## config.mk

```make
export PLATFORM = sky130hd
export DESIGN_NAME = tls_server_hello_checker_core
export DESIGN_NICKNAME = d
export VERILOG_FILES = /design/src/tlsshc_pkg.sv /design/src/tls_server_hello_checker_core.sv
export SDC_FILE = /design/constraint.sdc
export NUM_CORES = 1
export LEC_CHECK = 0
export ABC_AREA = 0
export CAP_MARGIN = 20
export CELL_PAD_IN_SITES_DETAIL_PLACEMENT = 0
export CELL_PAD_IN_SITES_GLOBAL_PLACEMENT = 1
export CORE_MARGIN = 4
export CORE_UTILIZATION = 53
export CTS_CLUSTER_DIAMETER = 50
export DETAILED_ROUTE_END_ITERATION = 8
export DONT_BUFFER_PORTS = 1
export PLACE_DENSITY_LB_ADDON = 0.05
export SLEW_MARGIN = 20
export SYNTH_ARGS = -nofsm -noshare
export SYNTH_HDL_FRONTEND = slang
export SYNTH_SLANG_ARGS = --single-unit
```

## constraint.sdc

```tcl
create_clock -name clk -period 14.9 [get_ports clk]
set_input_delay 2.235 -clock clk [delete_from_list [all_inputs] [get_ports clk]]
set_output_delay 2.235 -clock clk [all_outputs]
set_load 0.1 [all_outputs]
```

## src/tlsshc_pkg.sv

```systemverilog
// Shared types, constants and helpers for the TLS ServerHello checker.
// No dependencies; used by tls_server_hello_checker_core.
package tlsshc_pkg;

  localparam int unsigned MAX_BYTES_DEF = 2048;

  // TLS framing
  localparam logic [7:0] REC_ALERT       = 8'd21;
  localparam logic [7:0] REC_HANDSHAKE   = 8'd22;
  localparam logic [7:0] HS_SERVER_HELLO = 8'd2;
  localparam logic [7:0] TLS_MAJOR       = 8'd3;
  localparam int unsigned HDR_LEN      = 9;
  localparam int unsigned MIN_BODY_END = 45;
  localparam int unsigned SID_POS      = 43;

  // byte offsets inside the record
  localparam int unsigned POS_REC_TYPE = 0;
  localparam int unsigned POS_BYTE5    = 5;
  localparam int unsigned POS_LEN_HI   = 6;
  localparam int unsigned POS_LEN_MID  = 7;
  localparam int unsigned POS_LEN_LO   = 8;
  localparam int unsigned POS_MAJOR    = 9;
  localparam int unsigned POS_MINOR    = 10;

  // verdict codes
  localparam logic [2:0] STATUS_OK         = 3'd0;
  localparam logic [2:0] STATUS_TOO_SHORT  = 3'd1;
  localparam logic [2:0] STATUS_ALERT      = 3'd2;
  localparam logic [2:0] STATUS_BAD_RECORD = 3'd3;
  localparam logic [2:0] STATUS_NOT_HELLO  = 3'd4;
  localparam logic [2:0] STATUS_INCOMPLETE = 3'd5;
  localparam logic [2:0] STATUS_BAD_SID    = 3'd6;

  localparam logic [2:0] CIPHER_UNKNOWN = 3'd0;
  localparam logic [2:0] VERSION_UNKNOWN = 3'd0;

  typedef struct packed {
    logic [7:0] byte_value;
    logic       last_byte;
  } req_t;

  typedef struct packed {
    logic [2:0]  status;
    logic [7:0]  version_major;
    logic [7:0]  version_minor;
    logic [2:0]  version_code;
    logic [15:0] cipher_suite;
    logic [2:0]  cipher_code;
    logic [7:0]  detail_first;
    logic [7:0]  detail_second;
  } verdict_t;

  // known suites, code is index + 1
  function automatic logic [2:0] cipher_code_of(input logic [15:0] suite);
    logic [2:0] code;
    code = CIPHER_UNKNOWN;
    unique case (suite)
      16'hc02f: code = 3'd1;
      16'hc02b: code = 3'd2;
      16'hc027: code = 3'd3;
      16'hc023: code = 3'd4;
      16'h009c: code = 3'd5;
      16'h003c: code = 3'd6;
      default:  code = CIPHER_UNKNOWN;
    endcase
    return code;
  endfunction

  function automatic logic [2:0] version_code_of(input logic [7:0] major,
                                                 input logic [7:0] minor);
    logic [2:0] code;
    code = VERSION_UNKNOWN;
    if (major == TLS_MAJOR && minor >= 8'd1 && minor <= 8'd4) begin
      code = minor[2:0];
    end
    return code;
  endfunction

endpackage

```

## src/tls_server_hello_checker_core.sv

```systemverilog
// TLS ServerHello checker, top level.
// Depends on tlsshc_pkg (types, codes, suite and version lookup).
//
// Usage:
//   req channel (req_valid/req_ready/req_data) carries the received response
//   one byte per transfer; last_byte marks the final byte of the buffer.
//   verdict channel (verdict_valid/verdict_ready/verdict_data) carries one
//   verdict per buffer, for the transfer that had last_byte set.
// Throughput: one byte per cycle, but for a stalled last byte. Each byte only
//   bumps the position counter and captures header fields, so the counter update is the loop.
// Latency: the verdict is valid in the cycle after the last byte transfer,
//   from a single output register.
// Stall: while a verdict waits, non-last bytes of the next buffer are still
//   taken; a last byte waits until the pending verdict is taken (or is taken
//   in the same cycle).
// Bytes past MAX_BYTES are accepted but neither counted nor captured.
// Reset (rst, synchronous): clears the counter, captured fields and the
//   verdict valid. State also clears after each verdict.
module tls_server_hello_checker_core #(
  parameter int unsigned MAX_BYTES = tlsshc_pkg::MAX_BYTES_DEF
) (
  input  logic                 clk,
  input  logic                 rst,
  input  logic                 req_valid,
  output logic                 req_ready,
  input  tlsshc_pkg::req_t     req_data,
  output logic                 verdict_valid,
  input  logic                 verdict_ready,
  output tlsshc_pkg::verdict_t verdict_data
);

  localparam int unsigned POS_W = $clog2(MAX_BYTES + 1);
  localparam int unsigned CPOS_W = (POS_W > 10) ? POS_W : 10;
  localparam int unsigned END_W = 25;

  logic [POS_W-1:0] pos, pos_next;
  logic [7:0]  rec_type, rec_type_next;
  logic [7:0]  byte5, byte5_next;
  logic [23:0] body_len, body_len_next;
  logic [7:0]  major, major_next;
  logic [7:0]  minor, minor_next;
  logic [7:0]  sid_len, sid_len_next;
  logic [15:0] cipher, cipher_next;

  logic                 take;
  logic                 in_range;
  logic [CPOS_W-1:0]    pos_ext;
  logic [CPOS_W-1:0]    cpos;
  logic [END_W-1:0]     len_ext;
  logic [END_W-1:0]     hello_end;
  logic [END_W-1:0]     sid_end;
  tlsshc_pkg::verdict_t verdict_next;

  assign req_ready = !verdict_valid || verdict_ready || !req_data.last_byte;
  assign take      = req_valid && req_ready;
  assign in_range  = pos < POS_W'(MAX_BYTES);
  assign pos_ext   = CPOS_W'(pos);
  assign cpos      = CPOS_W'(tlsshc_pkg::SID_POS + 1) + CPOS_W'(sid_len);

  // capture
  always_comb begin
    pos_next      = pos;
    rec_type_next = rec_type;
    byte5_next    = byte5;
    body_len_next = body_len;
    major_next    = major;
    minor_next    = minor;
    sid_len_next  = sid_len;
    cipher_next   = cipher;
    if (in_range) begin
      pos_next = pos + POS_W'(1);
      if (pos == POS_W'(tlsshc_pkg::POS_REC_TYPE)) rec_type_next = req_data.byte_value;
      if (pos == POS_W'(tlsshc_pkg::POS_BYTE5))    byte5_next = req_data.byte_value;
      if (pos == POS_W'(tlsshc_pkg::POS_LEN_HI))   body_len_next[23:16] = req_data.byte_value;
      if (pos == POS_W'(tlsshc_pkg::POS_LEN_MID))  body_len_next[15:8] = req_data.byte_value;
      if (pos == POS_W'(tlsshc_pkg::POS_LEN_LO))   body_len_next[7:0] = req_data.byte_value;
      if (pos == POS_W'(tlsshc_pkg::POS_MAJOR))    major_next = req_data.byte_value;
      if (pos == POS_W'(tlsshc_pkg::POS_MINOR))    minor_next = req_data.byte_value;
      if (pos == POS_W'(tlsshc_pkg::SID_POS))      sid_len_next = req_data.byte_value;
      if (pos_ext > CPOS_W'(tlsshc_pkg::SID_POS)) begin
        if (pos_ext == cpos)               cipher_next[15:8] = req_data.byte_value;
        if (pos_ext == cpos + CPOS_W'(1))  cipher_next[7:0] = req_data.byte_value;
      end
    end
  end

  // verdict from the state as it stands after this byte
  assign len_ext   = END_W'(pos_next);
  assign hello_end = END_W'(tlsshc_pkg::HDR_LEN) + END_W'(body_len_next);
  assign sid_end   = END_W'(tlsshc_pkg::SID_POS + 4) + END_W'(sid_len_next);

  always_comb begin
    verdict_next = '0;
    priority if (len_ext < END_W'(tlsshc_pkg::HDR_LEN)) begin
      verdict_next.status = tlsshc_pkg::STATUS_TOO_SHORT;
    end else if (rec_type_next == tlsshc_pkg::REC_ALERT) begin
      verdict_next.status        = tlsshc_pkg::STATUS_ALERT;
      verdict_next.detail_first  = byte5_next;
      verdict_next.detail_second = body_len_next[23:16];
    end else if (rec_type_next != tlsshc_pkg::REC_HANDSHAKE) begin
      verdict_next.status       = tlsshc_pkg::STATUS_BAD_RECORD;
      verdict_next.detail_first = rec_type_next;
    end else if (byte5_next != tlsshc_pkg::HS_SERVER_HELLO) begin
      verdict_next.status       = tlsshc_pkg::STATUS_NOT_HELLO;
      verdict_next.detail_first = byte5_next;
    end else if (hello_end > len_ext || hello_end < END_W'(tlsshc_pkg::MIN_BODY_END)) begin
      verdict_next.status = tlsshc_pkg::STATUS_INCOMPLETE;
    end else if (sid_end > hello_end) begin
      verdict_next.status = tlsshc_pkg::STATUS_BAD_SID;
    end else begin
      verdict_next.status        = tlsshc_pkg::STATUS_OK;
      verdict_next.version_major = major_next;
      verdict_next.version_minor = minor_next;
      verdict_next.version_code  = tlsshc_pkg::version_code_of(major_next, minor_next);
      verdict_next.cipher_suite  = cipher_next;
      verdict_next.cipher_code   = tlsshc_pkg::cipher_code_of(cipher_next);
    end
  end

  always_ff @(posedge clk) begin
    if (rst) begin
      pos      <= '0;
      rec_type <= '0;
      byte5    <= '0;
      body_len <= '0;
      major    <= '0;
      minor    <= '0;
      sid_len  <= '0;
      cipher   <= '0;
    end else if (take) begin
      if (req_data.last_byte) begin
        pos      <= '0;
        rec_type <= '0;
        byte5    <= '0;
        body_len <= '0;
        major    <= '0;
        minor    <= '0;
        sid_len  <= '0;
        cipher   <= '0;
      end else begin
        pos      <= pos_next;
        rec_type <= rec_type_next;
        byte5    <= byte5_next;
        body_len <= body_len_next;
        major    <= major_next;
        minor    <= minor_next;
        sid_len  <= sid_len_next;
        cipher   <= cipher_next;
      end
    end
  end

  always_ff @(posedge clk) begin
    if (rst) begin
      verdict_valid <= 1'b0;
    end else if (take && req_data.last_byte) begin
      verdict_valid <= 1'b1;
    end else if (verdict_ready) begin
      verdict_valid <= 1'b0;
    end
  end

  always_ff @(posedge clk) begin
    if (take && req_data.last_byte) begin
      verdict_data <= verdict_next;
    end
  end

  // a last-byte transfer always yields a verdict next cycle
  a_last_gives_verdict: assert property (@(posedge clk) disable iff (rst)
    (take && req_data.last_byte) |=> verdict_valid)
    else $error("verdict missing after last byte");

  // state starts over after a verdict
  a_clear_after_last: assert property (@(posedge clk) disable iff (rst)
    (take && req_data.last_byte) |=> (pos == '0 && sid_len == '0 && cipher == '0))
    else $error("state not cleared after verdict");

  a_pos_bound: assert property (@(posedge clk) disable iff (rst)
    pos <= POS_W'(MAX_BYTES))
    else $error("position beyond buffer size");

  a_pos_step: assert property (@(posedge clk) disable iff (rst)
    (take && !req_data.last_byte) |=> (pos == ($past(in_range) ? $past(pos) + POS_W'(1)
                                                               : $past(pos))))
    else $error("position counter step wrong");

  // payload fields only on ok
  a_fields_on_ok: assert property (@(posedge clk) disable iff (rst)
    (verdict_valid && verdict_data.status != tlsshc_pkg::STATUS_OK) |->
      (verdict_data.cipher_suite == '0 && verdict_data.version_major == '0 &&
       verdict_data.cipher_code == tlsshc_pkg::CIPHER_UNKNOWN))
    else $error("version or cipher set on failing verdict");

endmodule

```

== After elaboration in Yosys (flattened, before gate mapping) ==
Index checks and enable logic that the tools add are counted.

* Register bits after elaboration: 150
* Input port bits: 13
* Logic and storage cells: 105

* Bitwise operators: 2
* Reduce and logical (&&, ||, !) cells: 15
* $lt $le $gt $ge: 8
* Add/sub/neg operators: 5
* Muxes and demuxes: 38
* Eq/ne operators: 19

{| class="wikitable"
|+ Operators by type and width
! cell !! count
|-
| 8-bit two-way mux || 23
|-
| 16-bit equality test, second input constant || 4
|-
| 16-bit two-way mux || 3
|-
| 24-bit two-way mux || 2
|-
| 12-bit by 3-bit equality test with 1-bit output, second input constant || 3
|-
| 12-bit by 4-bit equality test with 1-bit output, second input constant || 3
|-
| 4-bit by 24-bit adder with 25-bit output, first input constant || 1
|-
| 25-bit by 12-bit greater-than comparator with 1-bit output || 1
|-
| 9-bit by 25-bit greater-than comparator with 1-bit output || 1
|-
| 25-bit by 6-bit less-than comparator with 1-bit output, second input constant || 1
|-
| 12-bit two-way mux || 2
|-
| 6-bit by 8-bit adder with 9-bit output, first input constant || 2
|-
| 3-bit one-hot mux with 6 select lines || 1
|-
| 16-bit by 6-bit equality test with 1-bit output, second input constant || 1
|-
| 16-bit by 8-bit equality test with 1-bit output, second input constant || 1
|-
| 12-bit by 1-bit adder with 12-bit output, second input constant || 1
|-
| 12-bit by 10-bit equality test with 1-bit output || 1
|-
| 12-bit by 6-bit equality test with 1-bit output, second input constant || 1
|-
| 12-bit by 9-bit equality test with 1-bit output || 1
|-
| 12-bit by 6-bit greater-than comparator with 1-bit output, second input constant || 1
|-
| 12-bit zero test || 1
|-
| 12-bit less-than comparator, second input constant || 1
|-
| 12-bit by 4-bit less-than comparator with 1-bit output, second input constant || 1
|-
| 9-bit by 1-bit adder with 10-bit output, second input constant || 1
|-
| 18 further kinds || 29
|}

== Logic depth before layout (Yosys ltp) ==
Gate-level depths: netlist of the first run.

* Depth in word-level cells: 10
* Depth in mapped cells: 28
* Depth with buffers taken out: 22

== Worst setup path before layout of the first run ==
OpenSTA, ideal clock, no wires.

* Kind: in2reg
* Start: in req_data[2] (netlist bit)
* End: reg verdict_data[35] (netlist bit) (data pin)
* Data required time: 14697 ps
* Slack: 8167 ps
* Cell stages on the path: 23
* Data arrival time: 6530 ps
* Library setup time: 203 ps
* Path through: clkbuf_1 clkbuf_1 clkbuf_1 nand2_1 nand2_1 ha_1 clkbuf_1 a21oi_1 nand3b_1 mux2i_1 and2_1 nand2_1 xor2_1 ha_1 a211oi_1 nand2_1 o21ai_0 a211oi_1 nor4_2 nand4_1 or3_1 buf_6 a2111oi_1

* Word-level cells in the longest chain between the ends: 7

{| class="wikitable"
|+ Ends and longest elaborated chain
! element !! RTL line !! text
|-
| from (decl) || tls_server_hello_checker_core.sv:26 || <nowiki>input tlsshc_pkg::req_t req_data,</nowiki>
|-
| parallel branches: the longest is 6 deep, another holds 4-bit by 24-bit adder with 25-bit output || -- ||
|-
| 7-bit OR reduction (no line) (*) || -- ||
|-
| to (signal assigned) || tls_server_hello_checker_core.sv:165 || <nowiki>verdict_data <= verdict_next;</nowiki>
|-
| to (decl) || tls_server_hello_checker_core.sv:29 || <nowiki>output tlsshc_pkg::verdict_t verdict_data</nowiki>
|}

Mark *: on every way between the ends.
A chain may end at the register's enable or synchronous reset.

== Final worst setup path of the first run ==
* Start: reg pos[4]
* End: reg verdict_data[36] (netlist bit) (data pin)

* Word-level cells in the longest chain between the ends: 8

{| class="wikitable"
|+ Ends and longest elaborated chain
! element !! RTL line !! text
|-
| from (decl) || tls_server_hello_checker_core.sv:36 || <nowiki>logic [POS_W-1:0] pos, pos_next;</nowiki>
|-
| from (signal assigned) || tls_server_hello_checker_core.sv:141 || <nowiki>pos <= pos_next;</nowiki>
|-
| parallel branches: the longest is 8 deep, another holds 4-bit by 24-bit adder with 25-bit output || -- ||
|}

Several ways; the timed one is not identified.

==> out/metrics.yaml, run 1 <==
synthesis:
  synth.area.top_cells: "dfxtp_1, edfxtp_1, nor2_1"
  synth_area_leader_cell: "dfxtp_1"
  netlist_instances: 1111
  synth.top_cell.area_share_pct: 19.96
  synth_cell_type_count: 73
  avgSynthCellArea_sq_um: 8.395
  ys_ff_latch: 150
  synth_ff_type: "dfxtp_1"
  async_flop_share_pct: 0
  yosysSeqAreaShare_pct: 38.31
  yosys_warnings: 0
  synth-edff-count: 57
  synth_area_sq_um: 9326
  synth_nets: 1153
global_route:
  antenna_found_initial: 0
  grt_pass1_wl_microns: 45050
  grt-ovfl-total: 0
  track_usage_pct: 28.97
  grt_max_degree: 94
  grt_pass1_vias: 7693
floorplanning:
  ios: 72
  core_area_sq_um: 17300
  start_util_pct: 53.92
  dieArea_sq_um: 19780
  num_rows: 48
  fp.dieW_microns: 140.7
  die_h_microns: 140.7
worst_setup_path:
  worst_path_largest_cell_delay_ns: 0.68
  required_ns: 15.12
  criticalPathCategory: "flip-flop to flip-flop"
  crit_path_end_kind: "flip-flop"
  crit_chain: "nor4_4 -> and4_1 -> nand2_1 -> nand2_1 -> ha_1 -> a21oi_1 -> nand3b_1 -> mux2i_1 -> and2_1 -> nand2_1 -> xor2_1 -> ha_1 -> a211oi_1 -> nand2_1 -> o21ai_0 -> a211oi_1 -> nor4_2 -> nand4_1 -> or3_1 -> buf_4 -> a2111oi_1"
  ff2ff_setup_slack_ns: 8.74
  cp_slowest_cell: "and4_1"
  cp_max_fo: 38
  critical_path.most_common_cell: "nand2_1"
  startpoint_type: "flip-flop"
  cp.arrival_ns: 6.38
layout:
  regArea_sq_um: 3573
  diodes: 0
  mostFrequentLayoutCells: "nor2_1, nand2_1, dfxtp_1"
  final_core_util_pct: 57.17
  final_common_cell: "nor2_1"
  multi_input_area_sq_um: 5326
  fillers: 1607
  nNetsFinal: 1096
  fin_area_sq_um: 9888
  syn_to_final_growth_pct: 6.024
  drive_above_1_share_pct: 6.279
timing:
  max_slew.worst_pin.slew_ns: 1.148
  skew_ns: 0.01167
  slew_viol_final: 0
  setup-tns-final_ns: 0
  max-slew-margin-rel_pct: 23.29
  rsz0062_at_grt: "no"
  fmax_ghz: 0.1624
  setup_violations: 0
  min_period_ns: 6.157
  hold_violations: 0
  period_share_pct: 41.32
min_path:
  hp-class: "flip-flop to flip-flop"
routing:
  vias_per_cell: 6.413
  drc_errors: 0
  drt_iter0_markers: 685
  wl_per_cell_microns: 22.21
  wirelength_microns: 28700
  ant_nets: 0
  drt-pass1-iter-count: 5
  vias: 8286
clock_tree:
  post_cts_resized: 0
  htreeDepth: 4
  cts_root_buffer: "clkbuf_16"
  clockBufferDepth: 2
  clkTransAtPathRegs_ns: 0.07
  cts-hold-fix-buffers: 0
  cts.sinks: 150
  insertion_delay_ns: 0.43
  cts_buffers: 17
  cts_tree: "yes"
  post_cts_buffers: 0
pwr:
  seqPwrFrac_pct: 51.3
  clkPwrFrac_pct: 44.6
  ir_drop_mv: 0.07697
  powerDensity_nw_per_um2: 92.87
  internal-power_w: 0.0006595
  p_sw_w: 0.0002588
  leakagePower_nw: 3.278
  swShare_pct: 28.18
  p_total_w: 0.0009184
  combPwrFrac_pct: 4.0
run_status:
  status: "finished, final reports clean"
placement:
  dp_hpwl_microns: 18780
  gp_congestion: 0.9442
  io_buffers: 0
  place_area_sq_um: 9344
run:
  max_cap_viol_count: 0
## state kept, by name, summed over array words and instances, names as in the netlist
name and flops:
cipher 16, minor 8, rec_type 8, sid_len 8
verdict_data 57, pos 12, byte5 8, verdict_valid 1
major 8, body_len 24
## routing by layer
layer / vias to the layer above / global-route usage, % / share of wire, %
li1: 3902 / - / -
met1: 3974 / 40.14 / 44
met2: 365 / 45.69 / 46
met3: 45 / 5.801 / 8.2
met4: 0 / 9.383 / 2.4
met5: - / 0 / 0
## final cells by class
type,count,share of cell area [%]
well taps,225,2.847
clock inverters,13,1.101
repair buffers,10,0.7592
clock buffers,19,4.378
inverters,24,0.9110
multi-input cells,851,53.87
flip-flops and latches,150,36.14
## cell usage after synthesis (7+ instances only)
cell type and number:
a211oi_1 8, a21oi_1 65, a22oi_1 71, a31oi_1 10, a32oi_1 10, and2_1 12, and3_1 11, buf_2 10
clkbuf_1 66, dfxtp_1 93, edfxtp_1 57, ha_1 29, inv_1 24, mux2_2 9, mux2i_1 41, nand2_1 94
nand2b_1 9, nand3_1 48, nand3b_1 12, nand4_1 17, nor2_1 176, nor2b_1 18, nor3_1 26, nor4_1 7
o21a_1 9, o21ai_0 29, o21ai_1 8, or3_1 7, xnor2_1 30, xor2_1 23
## path summary, 6_finish.rpt
path,from,to,cells after the start
setup / recovery,pos[4],verdict_data[36],21
hold / removal,cipher[5],cipher[5],2
setup reg to reg,pos[4],verdict_data[36],21
hold reg to reg,cipher[5],cipher[5],2
## power groups by stage
| stage | clock, W | combinational, W | sequential (W) |
|---|---|---|---|
| final | 0.000410 | 0.0000369 | 0.000471 |
| after floorplan | 0 | 0.0000345 | 0.000479 |
| after global placement | 0 | 0.0000358 | 0.000481 |
| after detailed placement | 0 | 0.0000360 | 0.000481 |
| after global routing | 0.000434 | 0.0000397 | 0.000472 |
| after CTS | 0.000414 | 0.0000362 | 0.000472 |
## worst max-delay path, delay by kind of cell (launching register included)
kind / cells / cell delay [ns]
AOI/OAI and AO/OA: 5 / 0.94
xor gates and xnor gates: 1 / 0.16
adders and majority gates: 2 / 0.70
buffers and inverters: 1 / 0.26
DFF: 1 / 0.44
muxes: 1 / 0.35
and+or+nand+nor: 11 / 3.07
## metrics by stage
step                cells  worst slack, ns  hold WS, ns
global placement     1260            8.528       0.4905
CTS                  1292            8.782       0.5202
finish               1292            8.743       0.5203
floorplan            1111            8.167       0.4672
detailed placement   1260            8.404       0.5050
global route         1292            8.142       0.5579
## logic make-up after synthesis
group / share of synthesized area, %
compound gates: 17.71
simple gates: 24.38
fa+ha+maj: 3.891
mux: 5.769
xor+xnor: 4.977
buf+inv: 4.964
flops: 38.32
No activity file was read; power rests on OpenSTA's default activity.
==> inputs of run 2 (changes only) <==
--- a/config.mk
+++ b/config.mk
@@ -10,7 +10,7 @@
 export CELL_PAD_IN_SITES_DETAIL_PLACEMENT = 0
 export CELL_PAD_IN_SITES_GLOBAL_PLACEMENT = 1
 export CORE_MARGIN = 4
-export CORE_UTILIZATION = 53
+export CORE_UTILIZATION = 44
 export CTS_CLUSTER_DIAMETER = 50
 export DETAILED_ROUTE_END_ITERATION = 8
 export DONT_BUFFER_PORTS = 1
==> constraint.sdc (replaced) <==
create_clock -name clk -period 5.2 [get_ports clk]
set_input_delay 0.78 -clock clk [delete_from_list [all_inputs] [get_ports clk]]
set_output_delay 0.78 -clock clk [all_outputs]
set_load 0.1 [all_outputs]
==> run 2 against run 1 <==
Register-to-register slack worse by 8.4 ns. Routed wire length rose by 4.2%. Power rose to 3.0 times the previous value. Sequential cell count is the same. Clock power grew to 3.1 times the previous value. Hold slack lost 0.089 ns.
==> out/metrics.yaml, run 2 (synthesized netlist as in run 1, its figures left out) <==
pwr:
  powerDensity_nw_per_um2: 265.8  # +190%
  ir_drop_mv: 0.1863  # +140%
  leakagePower_nw: 3.439  # +4.9%
worst_setup_path:
  cp_slowest_cell: "nor3_2"
  r2r_cells: 21  # unchanged
  crit_path_end_kind: "flip-flop"
  timing.rr.end: "verdict_data[35]"
  startpoint: "pos[4]"
  critical_path.most_common_cell: "o21a_1"
  criticalPathCategory: "flip-flop to flip-flop"
  required_ns: 5.41  # -9.71 ns
  cp_num_cells: 21  # unchanged
  startpoint_type: "flip-flop"
  cp.arrival_ns: 5.02  # -1.36 ns
  crit_chain: "nor4_4 -> buf_4 -> nand2_1 -> nor3_2 -> mux2_2 -> inv_1 -> ha_1 -> inv_1 -> ha_1 -> nor2b_1 -> o21a_1 -> o21a_1 -> o21a_1 -> o21ai_0 -> a21oi_1 -> nor3_1 -> a2111oi_0 -> buf_4 -> or3_1 -> buf_12 -> a2111oi_1"
  critPathBufInv: 5  # +4
  cp-endpoint: "verdict_data[35]"
  r2r_start: "pos[4]"
  ff2ff_setup_slack_ns: 0.39  # -8.35 ns
  crit_family: "simple AND/OR/NAND/NOR gates"
  worst_path_largest_cell_delay_ns: 0.45  # -0.23 ns
  cp_max_fo: 38  # unchanged
placement:
  dp_hpwl_microns: 19990  # +6.5%
  dp_slack_ns: 0.04886  # -8.355 ns
  placedCellCount: 1330  # +5.6%
  io_buffers: 0  # unchanged
  gp_congestion: 0.9219  # -2.4%
floorplanning:
  start_util_pct: 45.36  # -8.6 points
  ios: 72  # unchanged
  dieArea_sq_um: 23590  # +19%
  num_rows: 52  # +8.3%
  core_area_sq_um: 20560  # +19%
  fp.dieW_microns: 153.6  # +9.2%
  die_h_microns: 153.6  # +9.2%
clock_tree:
  clockBufferDepth: 2  # unchanged
  cts_tree: "yes"
  cts_root_buffer: "clkbuf_16"
  insertion_delay_ns: 0.43  # about the same
  cts.sinks: 150  # unchanged
  cts-hold-fix-buffers: 0  # unchanged
  cts_buffers: 17  # unchanged
  htreeDepth: 4  # unchanged
  clkTransAtPathRegs_ns: 0.07  # about the same
global_route:
  grt_max_degree: 94  # unchanged
  grt_pass1_vias: 7793  # +1.3%
  grt_pass1_wl_microns: 46660  # +3.6%
  antenna_found_initial: 0  # unchanged
  track_usage_pct: 24.95  # -4.0 points
  grt-ovfl-total: 0  # unchanged
timing:
  timing.final.ws_setup_ns: 0.3879  # -8.355 ns
  fmax_ghz: 0.2078  # +28%
  max-slew-margin-rel_pct: 25.52  # +2.2 points
  rsz0062_at_grt: "no"
  slew_viol_final: 0  # unchanged
  skew_ns: 0.01393  # +0.002256 ns
  min_period_ns: 4.812  # -1.345 ns
  period_share_pct: 92.54  # +51 points
  hold_violations: 0  # unchanged
  finalHoldWorstSlack_ns: 0.4309  # -0.08939 ns
  max_slew.worst_pin.slew_ns: 1.115  # -0.03339 ns
  setup_violations: 0  # unchanged
  setup-tns-final_ns: 0  # unchanged
routing:
  drt-pass1-iter-count: 5  # unchanged
  vias_per_cell: 6.035  # -5.9%
  drc_errors: 0  # unchanged
  ant_nets: 0  # unchanged
  wirelength_microns: 29900  # +4.2%
  drt_iter0_markers: 646  # -5.7%
  vias: 8232  # -0.65%
  wl_per_cell_microns: 21.92  # -1.3%
layout:
  nNetsFinal: 1123  # +2.5%
  syn_to_final_growth_pct: 9.793
  diodes: 0  # unchanged
  drive_above_1_share_pct: 8.958  # +2.7 points
  final_common_cell: "nor2_1"
  largest_register_ffs: 57  # unchanged
  final_core_util_pct: 49.81  # -7.4 points
  mostFrequentLayoutCells: "nor2_1, nand2_1, dfxtp_1"
  regMostFlops: "verdict_data"
  top_regs: "verdict_data (57), body_len (24), cipher (16)"
  instances_no_fill: 1364  # +5.6%
run:
  max_cap_viol_count: 0  # unchanged
run_status:
  status: "finished, final reports clean"
min_path:
  hp-class: "input port to flip-flop"
[run 2: power by group]
| part | total, W | internal (W) | switching, W | leakage (nW) |
|---|---|---|---|---|
| Sequential | 0.00135 | 0.00123 | 0.000113 | 1.30 |
| Combinational | 0.000105 | 0.0000294 | 0.0000759 | 1.85 |
| Clock | 0.00127 | 0.000722 | 0.000547 | 0.285 |
| Total | 0.00272 | 0.00199 | 0.000735 | 3.44 |
[run 2: final cells by class]
| class | count | area, sq um |
|---|---|---|
| Clock buffer | 18 | 429.2 |
| Tap cell | 270 | 337.8 |
| Inverter | 24 | 90.09 |
| Clock inverter | 14 | 165.2 |
| Sequential cell | 150 | 3573 |
| Fill cell | 2052 | 10320 |
| Multi-Input combinational cell | 851 | 5354 |
| Timing Repair Buffer | 37 | 290.3 |
[run 2: how the worst min path moves through the flow]
stage	start	to	depth (start not counted)
2_1_floorplan	cipher[7]	cipher[7]	2
3_3_place_gp	cipher[7]	cipher[7]	2
3_5_place_dp	cipher[7]	cipher[7]	2
4_1_cts	rst	body_len[9]	1
5_1_grt	rst	cipher[2]	1
6_report	rst	cipher[2]	1
[run 2: routing by layer]
layer / track usage, % / routed length, microns / share of wire [%]
met1: 35.44 / 13830 / 46
met4: 6.728 / 607 / 2.0
met5: 0 / 0 / 0
met3: 4.244 / 1587 / 5.3
met2: 39.46 / 13870 / 46
[run 2: repair_timing]
item / 4_1_cts / 5_1_grt
cloned: 0 / 0
endpoints found under the hold margin: 0 / 0
gates resized for setup: 1 / 5
pin swaps: 0 / 2
buffers inserted: 0 / 2
setup endpoints to repair: 1 / 38
[run 2: stage by stage]
stage	instance area [sq um]	power, W
2_1_floorplan	9334	0.001471
3_3_place_gp	9602	0.001478
3_5_place_dp	9602	0.001479
4_1_cts	10200	0.002737
5_1_grt	10240	0.002810
6_report	10240	0.002721
